`config.mk`:
```
export PLATFORM = sky130hd
export DESIGN_NAME = tcw_ctrl
export DESIGN_NICKNAME = d
export VERILOG_FILES = /design/src/hw/rtl/tcw_pkg.sv /design/src/hw/rtl/tcw_ctrl.sv
export SDC_FILE = /design/constraint.sdc
export NUM_CORES = 1
export LEC_CHECK = 0
export BUFFER_PORTS_ARGS = -buffer_cell sky130_fd_sc_hd__clkbuf_2
export CORE_MARGIN = 2
export CORE_UTILIZATION = 60
export CTS_BUF_LIST = sky130_fd_sc_hd__clkbuf_2 sky130_fd_sc_hd__clkbuf_4 sky130_fd_sc_hd__clkbuf_8
export DETAILED_ROUTE_END_ITERATION = 10
export PLACE_DENSITY_LB_ADDON = 0.3
export SYNTH_ARGS = -nofsm -noshare
export SYNTH_HDL_FRONTEND = slang
export SYNTH_SLANG_ARGS = --single-unit
```
`constraint.sdc`:
```
create_clock -name clk -period 5.6 [get_ports clk]
set_input_delay 0.28 -clock clk [delete_from_list [all_inputs] [get_ports clk]]
set_output_delay 0.28 -clock clk [all_outputs]
set_load 0.02 [all_outputs]
```
`src/hw/rtl/tcw_pkg.sv`:
```
// ----------------------------------------------------------------------------
// tcw_pkg: shared types and constants for the text console writer
// Item layouts, operation codes, control characters and console geometry.
// ----------------------------------------------------------------------------
package tcw_pkg;

  // Default console geometry
  localparam int DEF_COLUMNS   = 80;
  localparam int DEF_ROWS      = 25;
  localparam int DEF_TAB_WIDTH = 8;

  // Cursor register widths cover the whole geometry range
  localparam int COL_W = 7;
  localparam int ROW_W = 5;

  localparam int ADDR_W  = 11;
  localparam int CELL_W  = 16;
  localparam int COLOR_W = 4;
  localparam int CFG_IDX_W = 1;

  localparam logic [CELL_W-1:0] BLANK_CELL = 16'h0F20;

  typedef enum logic [1:0] {
    OP_PUT   = 2'd0,
    OP_CLEAR = 2'd1,
    OP_READ  = 2'd2
  } op_t;

  typedef enum logic [CFG_IDX_W-1:0] {
    CFG_TEXT_COLOR       = 1'b0,
    CFG_BACKGROUND_COLOR = 1'b1
  } cfg_idx_t;

  localparam logic [7:0] CH_BACKSPACE = 8'h08;
  localparam logic [7:0] CH_TAB       = 8'h09;
  localparam logic [7:0] CH_LF        = 8'h0A;
  localparam logic [7:0] CH_CR        = 8'h0D;
  localparam logic [7:0] CH_SPACE     = 8'h20;

  typedef struct packed {
    logic [1:0]        operation;
    logic [7:0]        character;
    logic [ADDR_W-1:0] read_address;
  } in_item_t;

  typedef struct packed {
    logic [ADDR_W-1:0] cursor_location;
    logic [CELL_W-1:0] cell_data;
  } out_item_t;

endpackage

```
`src/hw/rtl/tcw_ctrl.sv`:
```
// ----------------------------------------------------------------------------
// tcw_ctrl: console sequencer
// Cursor and colour registers, put/clear/read decode, scroll copy and blank
// sweeps over the framebuffer memory, and the registered result item.
// ----------------------------------------------------------------------------
module tcw_ctrl
  import tcw_pkg::*;
#(
  parameter int COLUMNS   = DEF_COLUMNS,
  parameter int ROWS      = DEF_ROWS,
  parameter int TAB_WIDTH = DEF_TAB_WIDTH,
  parameter int AW        = $clog2(COLUMNS * ROWS)
) (
  input  logic                 clk,
  input  logic                 rst,
  input  logic                 in_valid,
  output logic                 in_stall,
  input  in_item_t             in_data,
  output logic                 out_valid,
  input  logic                 out_stall,
  output out_item_t            out_data,
  input  logic                 cfg_valid,
  input  logic [CFG_IDX_W-1:0] cfg_index,
  input  logic [COLOR_W-1:0]   cfg_data,
  output logic                 mem_we,
  output logic [AW-1:0]        mem_waddr,
  output logic [CELL_W-1:0]    mem_wdata,
  output logic                 mem_re,
  output logic [AW-1:0]        mem_raddr,
  input  logic [CELL_W-1:0]    mem_rdata
);

  localparam int CELLS = COLUMNS * ROWS;
  localparam int PH_W  = $clog2(TAB_WIDTH);
  localparam int LOC_W = ROW_W + COL_W;

  localparam logic [AW-1:0]    LAST_CELL   = AW'(CELLS - 1);
  localparam logic [AW-1:0]    BOTTOM_BASE = AW'((ROWS - 1) * COLUMNS);
  localparam logic [AW-1:0]    ROW_STRIDE  = AW'(COLUMNS);
  localparam logic [COL_W:0]   COL_LIMIT   = (COL_W + 1)'(COLUMNS);
  localparam logic [COL_W:0]   TAB_STEP    = (COL_W + 1)'(TAB_WIDTH);
  localparam logic [ROW_W-1:0] ROW_LIMIT   = ROW_W'(ROWS);
  localparam logic [ROW_W-1:0] ROW_LAST    = ROW_W'(ROWS - 1);
  localparam logic [PH_W-1:0]  PH_LAST     = PH_W'(TAB_WIDTH - 1);

  typedef enum logic [2:0] {
    ST_FILL,
    ST_IDLE,
    ST_COPY,
    ST_DRAIN,
    ST_RESP
  } state_t;

  state_t             state;
  logic [AW-1:0]      cnt;
  logic               respond;
  logic [COL_W-1:0]   col;
  logic [ROW_W-1:0]   row;
  logic [PH_W-1:0]    phase;   // col modulo TAB_WIDTH, tracked incrementally
  logic [COLOR_W-1:0] text_color;
  logic [COLOR_W-1:0] background_color;
  logic               read_hit;
  logic               pend;
  logic [AW-1:0]      pend_addr;

  logic               accept;
  logic               printable;
  logic               do_print;
  logic [COL_W:0]     col_tmp;
  logic [ROW_W-1:0]   row_tmp;
  logic [PH_W-1:0]    phase_tmp;
  logic [COL_W-1:0]   col_next;
  logic [ROW_W-1:0]   row_next;
  logic [PH_W-1:0]    phase_next;
  logic               scroll_need;
  logic [AW-1:0]      cursor_addr;
  logic [LOC_W-1:0]   loc;

  assign in_stall  = (state != ST_IDLE);
  assign accept    = in_valid && !in_stall;
  assign printable = !in_data.character[7] && (in_data.character >= CH_SPACE);
  assign do_print  = accept && (in_data.operation == OP_PUT) && printable;
  assign cursor_addr = AW'(row * COLUMNS) + AW'(col);
  assign loc       = LOC_W'(row * COLUMNS) + LOC_W'(col);

  // Cursor movement for a put
  always_comb begin
    col_tmp   = {1'b0, col};
    row_tmp   = row;
    phase_tmp = phase;
    case (in_data.character)
      CH_BACKSPACE: begin
        if (col != '0) begin
          col_tmp   = {1'b0, col} - 1'b1;
          phase_tmp = (phase == '0) ? PH_LAST : phase - 1'b1;
        end
      end
      CH_TAB: begin
        col_tmp   = {1'b0, col} + TAB_STEP - (COL_W + 1)'(phase);
        phase_tmp = '0;
      end
      CH_LF: begin
        col_tmp   = '0;
        row_tmp   = row + 1'b1;
        phase_tmp = '0;
      end
      CH_CR: begin
        col_tmp   = '0;
        phase_tmp = '0;
      end
      default: begin
        if (printable) begin
          col_tmp   = {1'b0, col} + 1'b1;
          phase_tmp = (phase == PH_LAST) ? '0 : phase + 1'b1;
        end
      end
    endcase

    col_next   = col_tmp[COL_W-1:0];
    row_next   = row_tmp;
    phase_next = phase_tmp;
    if (col_tmp >= COL_LIMIT) begin
      col_next   = '0;
      row_next   = row_tmp + 1'b1;
      phase_next = '0;
    end
    scroll_need = (row_next == ROW_LIMIT);
    if (scroll_need) begin
      row_next = ROW_LAST;
    end
  end

  // Memory port steering
  always_comb begin
    mem_we    = 1'b0;
    mem_waddr = cnt;
    mem_wdata = BLANK_CELL;
    if (state == ST_FILL) begin
      mem_we = 1'b1;
    end else if (pend) begin
      mem_we    = 1'b1;
      mem_waddr = pend_addr;
      mem_wdata = mem_rdata;
    end else if (do_print) begin
      mem_we    = 1'b1;
      mem_waddr = cursor_addr;
      mem_wdata = {background_color, text_color, in_data.character};
    end

    mem_re    = (state == ST_COPY) ||
                (accept && (in_data.operation == OP_READ));
    mem_raddr = (state == ST_COPY) ? cnt : AW'(in_data.read_address);
  end

  always_ff @(posedge clk) begin
    if (rst) begin
      state            <= ST_FILL;
      cnt              <= '0;
      respond          <= 1'b0;
      col              <= '0;
      row              <= '0;
      phase            <= '0;
      text_color       <= 4'hF;
      background_color <= 4'h0;
      read_hit         <= 1'b0;
      pend             <= 1'b0;
      out_valid        <= 1'b0;
    end else begin
      if (cfg_valid) begin
        case (cfg_index)
          CFG_TEXT_COLOR:       text_color       <= cfg_data;
          CFG_BACKGROUND_COLOR: background_color <= cfg_data;
          default: ;
        endcase
      end

      if (out_valid && !out_stall && (state != ST_RESP)) begin
        out_valid <= 1'b0;
      end

      // read cell cnt in copy, write it one row up next cycle
      pend <= (state == ST_COPY);

      case (state)
        ST_IDLE: begin
          if (accept) begin
            read_hit <= (in_data.operation == OP_READ) &&
                        (32'(in_data.read_address) < CELLS);
            case (in_data.operation)
              OP_PUT: begin
                col   <= col_next;
                row   <= row_next;
                phase <= phase_next;
                if (scroll_need) begin
                  state <= ST_COPY;
                  cnt   <= ROW_STRIDE;
                end else begin
                  state <= ST_RESP;
                end
              end
              OP_CLEAR: begin
                col     <= '0;
                row     <= '0;
                phase   <= '0;
                cnt     <= '0;
                respond <= 1'b1;
                state   <= ST_FILL;
              end
              default: state <= ST_RESP;
            endcase
          end
        end
        ST_COPY: begin
          pend_addr <= cnt - ROW_STRIDE;
          if (cnt == LAST_CELL) begin
            state <= ST_DRAIN;
          end else begin
            cnt <= cnt + 1'b1;
          end
        end
        ST_DRAIN: begin
          cnt     <= BOTTOM_BASE;
          respond <= 1'b1;
          state   <= ST_FILL;
        end
        ST_FILL: begin
          if (cnt == LAST_CELL) begin
            state <= respond ? ST_RESP : ST_IDLE;
          end else begin
            cnt <= cnt + 1'b1;
          end
        end
        ST_RESP: begin
          if (!out_valid || !out_stall) begin
            out_valid                <= 1'b1;
            out_data.cursor_location <= loc[ADDR_W-1:0];
            out_data.cell_data       <= read_hit ? mem_rdata : '0;
            respond                  <= 1'b0;
            state                    <= ST_IDLE;
          end
        end
        default: state <= ST_IDLE;
      endcase
    end
  end

endmodule

```
After elaboration in Yosys (flattened, before gate mapping)
Index checks and enable logic that the tools add are counted.

storage, ports and cells
  output and inout port bits = 69
  word-level logic and storage cells = 137
  bits in registers = 79
  bits of input ports = 47

cells by class
  eq/ne operators = 25
  add/subtract/negate cells = 12
  $mul = 1
  reduce and logical (&&, ||, !) cells = 34
  $lt $le $gt $ge = 3
  bitwise operators = 2
  mux-type cells = 46

operators with widths
  kind                     number
  $mux W11                 7
  $mux W16                 3
  $mux W3                  11
  $pmux W11 S3             1
  $eq A8 B4 Y1 const B     4
  $pmux W8 S3              1
  $add A11 B7 Y11          2
  $pmux W11 S2             1
  $pmux W3 S2              3
  $mux W8                  2
  $mux W5                  3
  $pmux W3 S5              1
  $pmux W7 S2              1
  $add A11 B1 Y11 const B  1
  $eq A11 B11 Y1 const B   1
  $lt A11 B11 Y1 const B   1
  $sub A11 B7 Y11 const B  1
  $add A5 B1 Y5 const B    2
  $pmux W5 S2              1
  $reduce_and A5 Y1        2
  $mux W1                  9
  $add A7 B1 Y8 const B    1
  $add A7 B4 Y8 const B    1
  $ge A8 B6 Y1 const B     1
  other kinds (35)         62

Longest topological paths before layout
Gate-level depths: netlist of run 1.

  depth after elaboration = 11
  depth in mapped cells = 16
  depth with buffers taken out = 15

Least setup slack after synthesis of run 1
No wires, ideal clock.

  path kind = register -> register
  from = reg col[1]
  to = reg state[1]
  slack = 1.871 ns
  required time = 5.497 ns
  data arrival time = 3.626 ns
  cell stages (with the launch flop) = 15
  library setup time = 0.103 ns
  buffers on the path = 1
  period minus slack after synthesis = 3.729 ns
  path through = dfxtp_1 ha_1 ha_1 inv_1 fa_1 nor2b_1 o21a_1 or4_4 and3_1 buf_6 a311o_1 nor3_4 o2111ai_2 or4_1 a2111oi_2

on the way
  word-level cells in the longest chain between the ends = 10
  elaborated cells on any way between the ends = 15
  those cells by class = add/sub (4); order compare (1); eq/ne (1); mux (8); reduce/logical (1)

RTL lines
  what                                   line             text
  start, declared                        tcw_ctrl.sv:57   logic [COL_W-1:0] col;
  start signal, assigned                 tcw_ctrl.sv:191  col <= col_next;
  $add A7 B4 Y8 (tied with other cells)  tcw_ctrl.sv:99   col_tmp = {1'b0, col} + TAB_STEP - (COL_W + 1)'(phase);
  $sub A8 B3 Y8 (tied with other cells)  tcw_ctrl.sv:99
  $pmux W8 S3 *                          tcw_ctrl.sv:91   case (in_data.character)
  $ge A8 B7 Y1 *                         tcw_ctrl.sv:122  if (col_tmp >= COL_LIMIT) begin
  $mux W5 *                              tcw_ctrl.sv:122
  $eq A5 B5 Y1 *                         tcw_ctrl.sv:127  scroll_need = (row_next == ROW_LIMIT);
  $mux W3 *                              tcw_ctrl.sv:194  if (scroll_need) begin
  $pmux W3 S2 *                          tcw_ctrl.sv:189  case (in_data.operation)
  $mux W3 *                              tcw_ctrl.sv:186  if (accept) begin
  $pmux W3 S5 *                          tcw_ctrl.sv:184  case (state)
  end signal, assigned                   tcw_ctrl.sv:228  state <= respond ? ST_RESP : ST_IDLE;
  end, declared                          tcw_ctrl.sv:54   state_t state;

Every way passes the cells marked *; elsewhere a longest branch is shown, timed or not. The select of a mux whose other input is x is not followed.
A chain may end at the register's enable or synchronous reset.

Worst setup path in the final report of run 1
  from = reg state[0]
  to = out mem_wdata[15]

on the way
  word-level cells in the longest chain between the ends = 8
  elaborated cells on any way between the ends = 9
  those cells by class = eq/ne (1); mux (3); reduce/logical (5)

RTL lines
  what                              line             text
  $ne A3 B1 Y1                      tcw_ctrl.sv:79   assign in_stall = (state != ST_IDLE);
  $logic_not A1 Y1                  tcw_ctrl.sv:80   assign accept = in_valid && !in_stall;
  $logic_and A1 B1 Y1               tcw_ctrl.sv:80
  $logic_and A1 B1 Y1 (2 in a row)  tcw_ctrl.sv:82   assign do_print = accept && (in_data.operation == OP_PUT) && printable;
  $mux W16                          tcw_ctrl.sv:144  end else if (do_print) begin
  $mux W16                          tcw_ctrl.sv:140  end else if (pend) begin
  $mux W16 *                        tcw_ctrl.sv:138  if (state == ST_FILL) begin
  end, declared                     tcw_ctrl.sv:27   output logic [CELL_W-1:0] mem_wdata,

Every way passes the cells marked *; elsewhere a longest branch is shown, timed or not.

==> load_flow_metrics.sql, run 1 <==
INSERT INTO impl_metrics (metric_group, metric, value, unit) VALUES
('logic_synthesis', 'synth-edff-count', '38', ''),
('layout', 'final_core_utilization', '69.9', '%'),
('drt', 'remaining_drc_errors', '0', ''),
('setup_path', 'cp_data_arrival_time', '4.01', 'ns'),
('place', 'detailed_place_hpwl', '11400', 'um'),
('layout', 'layout-drive-gt1-share', '22.2', '%'),
('die', 'design.core.area', '0.00911', 'mm2'),
('layout', 'antenna_cells_inserted', '0', ''),
('clocking', 'cts_setup_buffers', '0', ''),
('setup_path', 'crit_path_cell_trace', 'nor3b_1 > nand2_1 > or2_2 > nor2_1 > nand2_1 > nor3_1 > a22o_1 > clkbuf_2', ''),
('grt', 'wire_length_of_the_first_global_routing_pass', '23900', 'um'),
('logic_synthesis', 'synth-seq-cells', '79', ''),
('place', 'placed_cells_incl_taps', '825', ''),
('clocking', 'worst_setup_hold_path_clk_slew', '0.09', 'ns'),
('logic_synthesis', 'synth_sequential_area_ratio', '35.3', '%'),
('logic_synthesis', 'dominantRegCellSynth', 'sky130_fd_sc_hd__dfxtp_1', ''),
('sta', 'fin_worst_skew', '0.0167', 'ns'),
('setup_path', 'end_kind', 'output pin', ''),
('logic_synthesis', 'synth.avg_cell_area', '8.85', 'um2'),
('sta', 'unrepaired_setup_endpoints_after_global_routing', 'no', ''),
('die', 'initial_core_utilization', '61.0', '%'),
('sta', 'setup_total_negative_slack', '0', 'ns'),
('clocking', 'cts_buffers', '9', ''),
('power_and_ir_drop', 'fin_total_pwr', '1.50', 'mW'),
('place', 'port_buffer_count', '115', ''),
('grt', 'gr-total-overflow', '0', ''),
('logic_synthesis', 'synthesis.instances', '628', ''),
('sta', 'tightestPinTransition', '1.22', 'ns'),
('sta', 'slew_headroom', '18.3', '%'),
('layout', 'synthToLayoutAreaGrowth', '14.7', '%'),
('sta', 'final_slew_viol_count', '0', ''),
('setup_path', 'critical_path_buf_inv_count', '1', ''),
('drt', 'route.vias.total', '5366', ''),
('clocking', 'clock_tree.htree_level_count', '3', ''),
('clocking', 'worst_skew_pair.late_latency', '0.38', 'ns'),
('die', 'io-pin-count', '116', ''),
('place', 'routability_cong', '0.940', ''),
('outcome', 'status', 'finished clean', ''),
('setup_path', 'slowest_stage', 'sky130_fd_sc_hd__nor3_1', ''),
('grt', 'vias_in_the_first_global_route', '4869', ''),
('logic_synthesis', 'mapped_nets', '711', ''),
('hold_path', 'hold_path.class', 'in -> reg', ''),
('die', 'dieArea', '0.0100', 'mm2'),
('layout', 'number_of_fillers_in_the_final_layout', '720', ''),
('setup_path', 'worst_path_dominant_cell_family', 'simple AND/OR/NAND/NOR gates', ''),
('logic_synthesis', 'synthArstFlopShare', '0', '%'),
('logic_synthesis', 'synthDistinctLibCells', '72', ''),
('setup_path', 'worst_setup_path_startpoint', 'state[0]', ''),
('setup_path', 'crit_type', 'reg -> out', ''),
('layout', 'layout.nets', '808', ''),
('drt', 'detail_route.first_pass.iterations', '5', ''),
('clocking', 'number_of_resized_instances_in_the_post_cts_repair_step', '0', ''),
('logic_synthesis', 'yosysWarningCount', '0', ''),
('setup_path', 'max_stage_delay', '0.95', 'ns'),
('layout', 'number_of_non_filler_instances_in_the_completed_layout', '841', ''),
('sta', 'hold_ws', '0.138', 'ns'),
('power_and_ir_drop', 'power_per_cell_area', '236', 'mW/mm2'),
('place', 'placement.cell_area', '0.00616', 'mm2'),
('drt', 'route.detailed.vias_per_inst', '6.38', ''),
('setup_path', 'path_common_cell', 'sky130_fd_sc_hd__nand2_1', ''),
('place', 'post-place-ws', '1.63', 'ns'),
('grt', 'grt_antenna_before_repair', '0', ''),
('grt', 'groute.usage.overall', '30.3', '%'),
('sta', 'finalHoldViolCount', '0', ''),
('sta', 'max_clock_freq', '0.233', 'GHz'),
('layout', 'layout_common_cells', 'sky130_fd_sc_hd__clkbuf_2, sky130_fd_sc_hd__nand2_1, sky130_fd_sc_hd__nor2_1', ''),
('clocking', 'numClockSinks', '79', ''),
('die', 'die_width', '100', 'um'),
('clocking', 'clock_tree.buffer_depth', '2', ''),
('sta', 'setup_viol', '0', ''),
('layout', 'final_common_cell', 'sky130_fd_sc_hd__clkbuf_2', '');
[layer usage]
layer | track usage, % | up-vias | routed length [um]
met4 | 12.0 | 0 | 401
li1 | - | 2524 | -
met5 | 0 | - | 0
met2 | 48.7 | 308 | 7140
met1 | 40.5 | 2501 | 6200
met3 | 5.71 | 33 | 1540
[power by group]
part	total, mW	switching, mW	internal, mW
combinational	0.349	0.229	0.120
sequential	0.690	0.0525	0.637
clock	0.463	0.247	0.216
[flip-flops by register name (all words and copies together) (netlist names)]
name and cells:
out_valid 1, row 5, pend 1, pend_addr 11, col 7, read_hit 1
respond 1, background_color 4, phase 3, cnt 11, out_data 27, text_color 4
state 3
[worst min-delay path: cells and delay by family]
| kind | cells | cell delay, ns |
|---|---|---|
| buffers and inverters | 1 | 0.09 |
| and+or+nand+nor | 1 | 0.06 |
| muxes | 1 | 0.06 |
[layout make-up]
cell class / count / area (um2) / area share, %
Inverter: 28 / 105 / 1.65
Timing Repair Buffer: 116 / 583 / 9.15
Sequential cell: 79 / 1960 / 30.8
Multi-Input combinational cell: 491 / 3370 / 52.9
Clock buffer: 9 / 124 / 1.94
Clock inverter: 7 / 86.3 / 1.36
Tap cell: 111 / 139 / 2.18
[cell usage after synthesis (all sizes together) (22+ instances only)]
master  count  area share, %
nand2      61            4.3
nor2       49            3.3
nand3      22            2.0
clkbuf     25            1.7
dfxtp      41             15
ha         33            7.4
inv        28            1.9
and2       23            2.6
o21ai      31            2.9
edfxtp     38             21
a21oi      38            3.4
[kinds of logic after synthesis]
| kind of cell | synth area share (%) |
|---|---|
| buffers and inverters | 4.08 |
| adder cells (fa/ha/maj) | 8.51 |
| flip-flops | 35.3 |
| AND/OR/NAND/NOR | 23.1 |
| multiplexers | 4.71 |
| AO/OA/AOI/OAI | 20.7 |
| XOR/XNOR | 3.63 |
[path summary, 6_finish.rpt]
path | endpoint | slack, ns | cells past startpoint
max reg2reg | cnt[4] | 1.59 | 11
max | mem_wdata[15] | 1.31 | 8
min | text_color[1] | 0.14 | 3
min reg2reg | background_color[2] | 0.47 | 2
Power figures use the tool's default switching activity.
==> run 2, diff against run 1 <==
- CORE_UTILIZATION: 60 -> 57
- clock period: 5.6 -> 4.3 ns (I/O delays scaled with it)
==> load_flow_metrics.sql, run 2 (synthesized netlist as in run 1, its figures left out) <==
INSERT INTO impl_metrics (metric_group, metric, value, unit) VALUES
('sta', 'finalHoldViolCount', '0', ''),
('drt', 'route.detailed.vias_per_inst', '6.25', ''),
('clocking', 'cts_setup_buffers', '0', ''),
('sta', 'unrepaired_setup_endpoints_after_global_routing', 'no', ''),
('place', 'detailed_place_hpwl', '12000', 'um'),
('sta', 'final_slew_viol_count', '0', ''),
('die', 'io-pin-count', '116', ''),
('grt', 'vias_in_the_first_global_route', '5028', ''),
('layout', 'number_of_fillers_in_the_final_layout', '798', ''),
('layout', 'layout.nets', '820', ''),
('setup_path', 'max_stage_delay', '0.52', 'ns'),
('sta', 'finalWorstPathRequiredPeriod', '3.94', 'ns'),
('grt', 'wire_length_of_the_first_global_routing_pass', '24600', 'um'),
('setup_path', 'cp_data_arrival_time', '4.14', 'ns'),
('setup_path', 'regToRegSetupSlack', '0.36', 'ns'),
('die', 'core.rowCount', '36', ''),
('layout', 'final_common_cell', 'sky130_fd_sc_hd__clkbuf_2', ''),
('setup_path', 'timing.critical_path.fanout_max', '8', ''),
('setup_path', 'startpoint_type', 'flip-flop', ''),
('setup_path', 'critical_path_buf_inv_count', '2', ''),
('place', 'port_buffer_count', '115', ''),
('setup_path', 'worst_path_dominant_cell_family', 'simple AND/OR/NAND/NOR gates', ''),
('hold_path', 'hold_path.class', 'in -> reg', ''),
('clocking', 'cts.root.buffer_cell', 'sky130_fd_sc_hd__clkbuf_8', ''),
('layout', 'multi_input_comb_area', '0.00337', 'mm2'),
('sta', 'slew_headroom', '34.7', '%'),
('layout', 'flip_flop_count_of_the_largest_register_after_layout', '27', ''),
('layout', 'biggestRegsByFlops', 'out_data x27, cnt x11, pend_addr x11', ''),
('grt', 'groute.usage.overall', '29.9', '%'),
('clocking', 'holdBufCountCts', '0', ''),
('power_and_ir_drop', 'fin_total_pwr', '1.97', 'mW'),
('sta', 'tightestPinTransition', '0.980', 'ns'),
('die', 'die_width', '103', 'um'),
('setup_path', 'crit_type', 'reg -> reg', ''),
('setup_path', 'worst_setup_path_startpoint', 'phase[1]', ''),
('layout', 'regMostFlops', 'out_data', ''),
('setup_path', 'end_kind', 'flip-flop', ''),
('clocking', 'numClockSinks', '79', ''),
('layout', 'number_of_non_filler_instances_in_the_completed_layout', '875', ''),
('setup_path', 'critPathCapture', 'cnt[4]', ''),
('drt', 'remaining_drc_errors', '0', ''),
('clocking', 'worst_setup_hold_path_clk_slew', '0.09', 'ns'),
('die', 'initial_core_utilization', '57.9', '%'),
('job', 'total_of_max_cap_violations', '0', ''),
('layout', 'synthToLayoutAreaGrowth', '16.8', '%'),
('outcome', 'status', 'finished clean', ''),
('setup_path', 'timing.critical_path.depth', '14', ''),
('clocking', 'cts_buffers', '9', ''),
('power_and_ir_drop', 'leakage', '2.71', 'nW'),
('clocking', 'number_of_resized_instances_in_the_post_cts_repair_step', '0', ''),
('setup_path', 'slowest_stage', 'sky130_fd_sc_hd__or4_1', ''),
('grt', 'grt_antenna_before_repair', '0', ''),
('place', 'routability_cong', '0.972', ''),
('setup_path', 'crit_path_cell_trace', 'inv_1 > ha_1 > ha_1 > inv_1 > fa_1 > nor2b_1 > o21a_1 > or4_4 > and3_1 > a311o_1 > or3_1 > or4_1 > o2111ai_1 > o31ai_1', ''),
('layout', 'antenna_cells_inserted', '0', ''),
('layout', 'final-seq-area', '0.00196', 'mm2'),
('drt', 'totalWireLength', '15800', 'um'),
('power_and_ir_drop', 'largest_voltage_drop_on_the_vdd_net', '0.274', 'mV'),
('drt', 'antenna_violating_nets_post_route', '0', ''),
('power_and_ir_drop', 'power_per_cell_area', '304', 'mW/mm2'),
('die', 'design.core.area', '0.00959', 'mm2'),
('die', 'dieArea', '0.0106', 'mm2'),
('sta', 'setup_viol', '0', ''),
('sta', 'setup_total_negative_slack', '0', 'ns'),
('setup_path', 'r2r_end', 'cnt[4]', ''),
('drt', 'routedWlPerCell', '18.1', 'um'),
('drt', 'route.vias.total', '5466', ''),
('clocking', 'clock_tree.htree_level_count', '3', ''),
('drt', 'drt-initial-drc-count', '337', ''),
('drt', 'detail_route.first_pass.iterations', '5', ''),
('setup_path', 'worst_r2r_path_depth', '14', ''),
('setup_path', 'crit-reg2reg-launch', 'phase[1]', ''),
('grt', 'gr-total-overflow', '0', ''),
('die', 'die_h', '103', 'um'),
('layout', 'layout_common_cells', 'sky130_fd_sc_hd__clkbuf_2, sky130_fd_sc_hd__nand2_1, sky130_fd_sc_hd__nor2_1', ''),
('clocking', 'worst_skew_pair.late_latency', '0.37', 'ns'),
('clocking', 'tritoncts', 'yes', ''),
('sta', 'max_clock_freq', '0.254', 'GHz'),
('hold_path', 'worstHoldPathCells', '3', ''),
('layout', 'layout-drive-gt1-share', '23.5', '%'),
('clocking', 'clock_tree.buffer_depth', '2', ''),
('setup_path', 'critical_path_required', '4.51', 'ns'),
('sta', 'fin_worst_skew', '0.0154', 'ns'),
('grt', 'grt_start_max_net_pins', '44', ''),
('sta', 'final_worst_path_period_share', '91.6', '%'),
('place', 'placed_cells_incl_taps', '859', '');
run 2: changes by cell type in the layout (fill, tap and decap cells not counted):
cell	delta
sky130_fd_sc_hd__buf_4	+12
sky130_fd_sc_hd__clkinv_4	-1
sky130_fd_sc_hd__inv_6	+1
run 2: layout make-up:
class	count	share of cell area, %
clock inverters	7	1.33
inverters	28	1.62
flip-flops and latches	79	30.2
clock buffers	9	1.91
repair buffers	128	10.4
multi-input cells	491	52.0
well taps	133	2.56
run 2: routing by layer:
metal,routed length [um],vias up,track usage (%)
li1,-,2544,-
met1,6440,2542,39.4
met2,7560,343,49.6
met3,1420,37,3.86
met4,408,0,12.5
met5,0,-,0
run 2: worst register-to-register path: cells and delay by family (launching register included):
kind,cells,cell delay (ns)
flip-flops,1,0.36
buffers and inverters,2,0.16
AND/OR/NAND/NOR,5,1.72
adder cells (fa/ha/maj),3,0.68
AO/OA/AOI/OAI,4,0.87
run 2: per-stage QoR:
step                utilization [%]  hold slack, ns  instance area (um2)  setup WS [ns]
finish                         67.6          0.0956                 6490          0.362
global route                   67.6          0.0941                 6490         0.0359
CTS                            67.6          0.0908                 6490          0.377
detailed placement             65.4           0.463                 6280          0.412
global placement               65.4           0.448                 6280          0.494
floorplan                         -           0.344                 5560          0.571
run 2: how the worst min path moves through the flow:
stage                               end           startpoint
CTS                       text_color[1]          cfg_data[1]
finish                    text_color[3]          cfg_data[3]
floorplan                 text_color[0]          cfg_data[0]
global placement          text_color[1]          cfg_data[1]
detailed placement  background_color[1]  background_color[1]
global route              text_color[1]          cfg_data[1]
run 2: where the power goes:
| part | switching (mW) | internal (mW) |
|---|---|---|
| registers | 0.0589 | 0.830 |
| clock network | 0.321 | 0.283 |
| logic | 0.312 | 0.165 |
| total | 0.692 | 1.28 |
==> run 3, diff against run 2 <==
- clock period: 4.3 -> 3.9 ns (I/O delays scaled with it)
==> load_flow_metrics.sql, run 3 (synthesized netlist as in run 1, its figures left out) <==
INSERT INTO impl_metrics (metric_group, metric, value, unit) VALUES
('outcome', 'status', 'finished clean', ''),
('drt', 'route.vias.total', '5472', ''),
('layout', 'final_core_utilization', '68.8', '%'),
('die', 'die_h', '103', 'um'),
('layout', 'layout-drive-gt1-share', '25.7', '%'),
('clocking', 'worst_setup_hold_path_clk_slew', '0.08', 'ns'),
('hold_path', 'hold_path.class', 'in -> reg', ''),
('layout', 'flip_flop_count_of_the_largest_register_after_layout', '27', ''),
('sta', 'slew_headroom', '40.0', '%'),
('drt', 'routedWlPerCell', '17.9', 'um'),
('die', 'design.core.area', '0.00959', 'mm2'),
('power_and_ir_drop', 'power_per_cell_area', '317', 'mW/mm2'),
('layout', 'antenna_cells_inserted', '0', ''),
('die', 'dieArea', '0.0106', 'mm2'),
('sta', 'max_clock_freq', '0.264', 'GHz'),
('die', 'io-pin-count', '116', ''),
('drt', 'antenna_violating_nets_post_route', '0', ''),
('place', 'port_buffer_count', '115', ''),
('power_and_ir_drop', 'leakage', '2.76', 'nW'),
('clocking', 'cts_buffers', '9', ''),
('setup_path', 'crit_path_cell_trace', 'inv_1 > ha_1 > ha_2 > inv_1 > fa_2 > nor2b_1 > o21a_1 > or4_4 > and3_4 > a311o_1 > or3_4 > or4_1 > o22ai_1 > o32ai_1', ''),
('layout', 'layout.nets', '834', ''),
('clocking', 'cts.root.buffer_cell', 'sky130_fd_sc_hd__clkbuf_8', ''),
('layout', 'regMostFlops', 'out_data', ''),
('sta', 'final_worst_path_period_share', '97.0', '%'),
('sta', 'setup_viol', '0', ''),
('setup_path', 'path_common_cell', 'sky130_fd_sc_hd__inv_1', ''),
('setup_path', 'crit_type', 'reg -> reg', ''),
('sta', 'unrepaired_setup_endpoints_after_global_routing', 'no', ''),
('sta', 'finalHoldViolCount', '0', ''),
('clocking', 'tritoncts', 'yes', ''),
('drt', 'totalWireLength', '15900', 'um'),
('drt', 'route.detailed.vias_per_inst', '6.16', ''),
('grt', 'grt_start_max_net_pins', '28', ''),
('clocking', 'clock_tree.buffer_depth', '2', ''),
('layout', 'layout_common_cells', 'sky130_fd_sc_hd__clkbuf_2, sky130_fd_sc_hd__nand2_1, sky130_fd_sc_hd__nor2_1', ''),
('grt', 'groute.usage.overall', '30.0', '%'),
('setup_path', 'critical_path_buf_inv_count', '2', ''),
('drt', 'drt-initial-drc-count', '338', ''),
('power_and_ir_drop', 'largest_voltage_drop_on_the_vdd_net', '0.293', 'mV'),
('setup_path', 'end_kind', 'flip-flop', ''),
('die', 'die_width', '103', 'um'),
('sta', 'setup_total_negative_slack', '0', 'ns'),
('grt', 'grt_antenna_before_repair', '0', ''),
('setup_path', 'worst_path_dominant_cell_family', 'simple AND/OR/NAND/NOR gates', ''),
('grt', 'wire_length_of_the_first_global_routing_pass', '24400', 'um'),
('place', 'detailed_place_hpwl', '12100', 'um'),
('drt', 'remaining_drc_errors', '0', ''),
('die', 'initial_core_utilization', '57.9', '%'),
('setup_path', 'max_stage_delay', '0.51', 'ns'),
('grt', 'gr-total-overflow', '0', ''),
('setup_path', 'critical_path_required', '4.14', 'ns'),
('setup_path', 'timing.critical_path.fanout_max', '3', ''),
('job', 'total_of_max_cap_violations', '0', ''),
('place', 'routability_cong', '0.984', ''),
('setup_path', 'slowest_stage', 'sky130_fd_sc_hd__or4_1', ''),
('sta', 'finalWorstPathRequiredPeriod', '3.78', 'ns'),
('clocking', 'holdBufCountCts', '0', ''),
('setup_path', 'startpoint_type', 'flip-flop', ''),
('layout', 'biggestRegsByFlops', 'out_data x27, cnt x11, pend_addr x11', ''),
('layout', 'final_common_cell', 'sky130_fd_sc_hd__clkbuf_2', ''),
('sta', 'tightestPinTransition', '0.897', 'ns'),
('clocking', 'numClockSinks', '79', ''),
('setup_path', 'cp_data_arrival_time', '4.02', 'ns'),
('grt', 'vias_in_the_first_global_route', '5039', ''),
('clocking', 'clock_tree.htree_level_count', '3', ''),
('layout', 'synthToLayoutAreaGrowth', '18.8', '%'),
('drt', 'detail_route.first_pass.iterations', '5', ''),
('sta', 'final_slew_viol_count', '0', ''),
('sta', 'fin_worst_skew', '0.0149', 'ns'),
('die', 'core.rowCount', '36', ''),
('clocking', 'worst_skew_pair.late_latency', '0.37', 'ns');
## run 3: power breakdown
part | switching, mW | internal (mW) | leakage, nW | total [mW]
registers | 0.0526 | 0.915 | 0.682 | 0.968
clock network | 0.314 | 0.255 | 0.0868 | 0.568
logic | 0.360 | 0.198 | 1.99 | 0.558
total | 0.727 | 1.37 | 2.76 | 2.09
## run 3: repair_timing
item                       CTS  global route
setup endpoints to repair    0             3
gates resized for setup      0             8
setup buffers                0             2
## run 3: area by class of cell
type | count | area [um2]
well taps | 133 | 166
flip-flops and latches | 79 | 1960
clock buffers | 11 | 145
repair buffers | 142 | 778
inverters | 28 | 105
clock inverters | 5 | 32.5
multi-input cells | 491 | 3410
fillers | 775 | 2990
## run 3: tightest hold or removal path: stages
cell	delay [ns]
sky130_fd_sc_hd__clkbuf_2	0.09
sky130_fd_sc_hd__mux2i_1	0.06
sky130_fd_sc_hd__nand2b_1	0.06
## run 3: routing by layer
metal	vias up	part of all wire [%]	track usage (%)
met2	312	48	50.7
met3	27	9.2	4.61
met1	2564	41	38.5
met5	-	0	0
li1	2569	-	-
met4	0	2.1	12.0
## run 3: path summary, 6_finish.rpt
kind | start | to | slack [ns] | cells past startpoint
max | phase[1] | cnt[5] | 0.12 | 14
min | cfg_data[1] | text_color[1] | 0.07 | 3
max reg2reg | phase[1] | cnt[5] | 0.12 | 14
min reg2reg | background_color[3] | background_color[3] | 0.47 | 2
## run 3: metrics by stage
| step | area, um2 | total power [mW] | setup WS [ns] | hold WS, ns | instances |
|---|---|---|---|---|---|
| after floorplan | 5560 | 1.32 | 0.171 | 0.324 | 628 |
| after global placement | 6370 | 1.51 | 0.190 | 0.428 | 871 |
| after detailed placement | 6370 | 1.53 | 0.0705 | 0.435 | 871 |
| after CTS | 6550 | 2.08 | 0.0761 | 0.0620 | 887 |
| after global routing | 6600 | 2.18 | 0.00829 | 0.0687 | 889 |
| final | 6600 | 2.09 | 0.118 | 0.0681 | 889 |
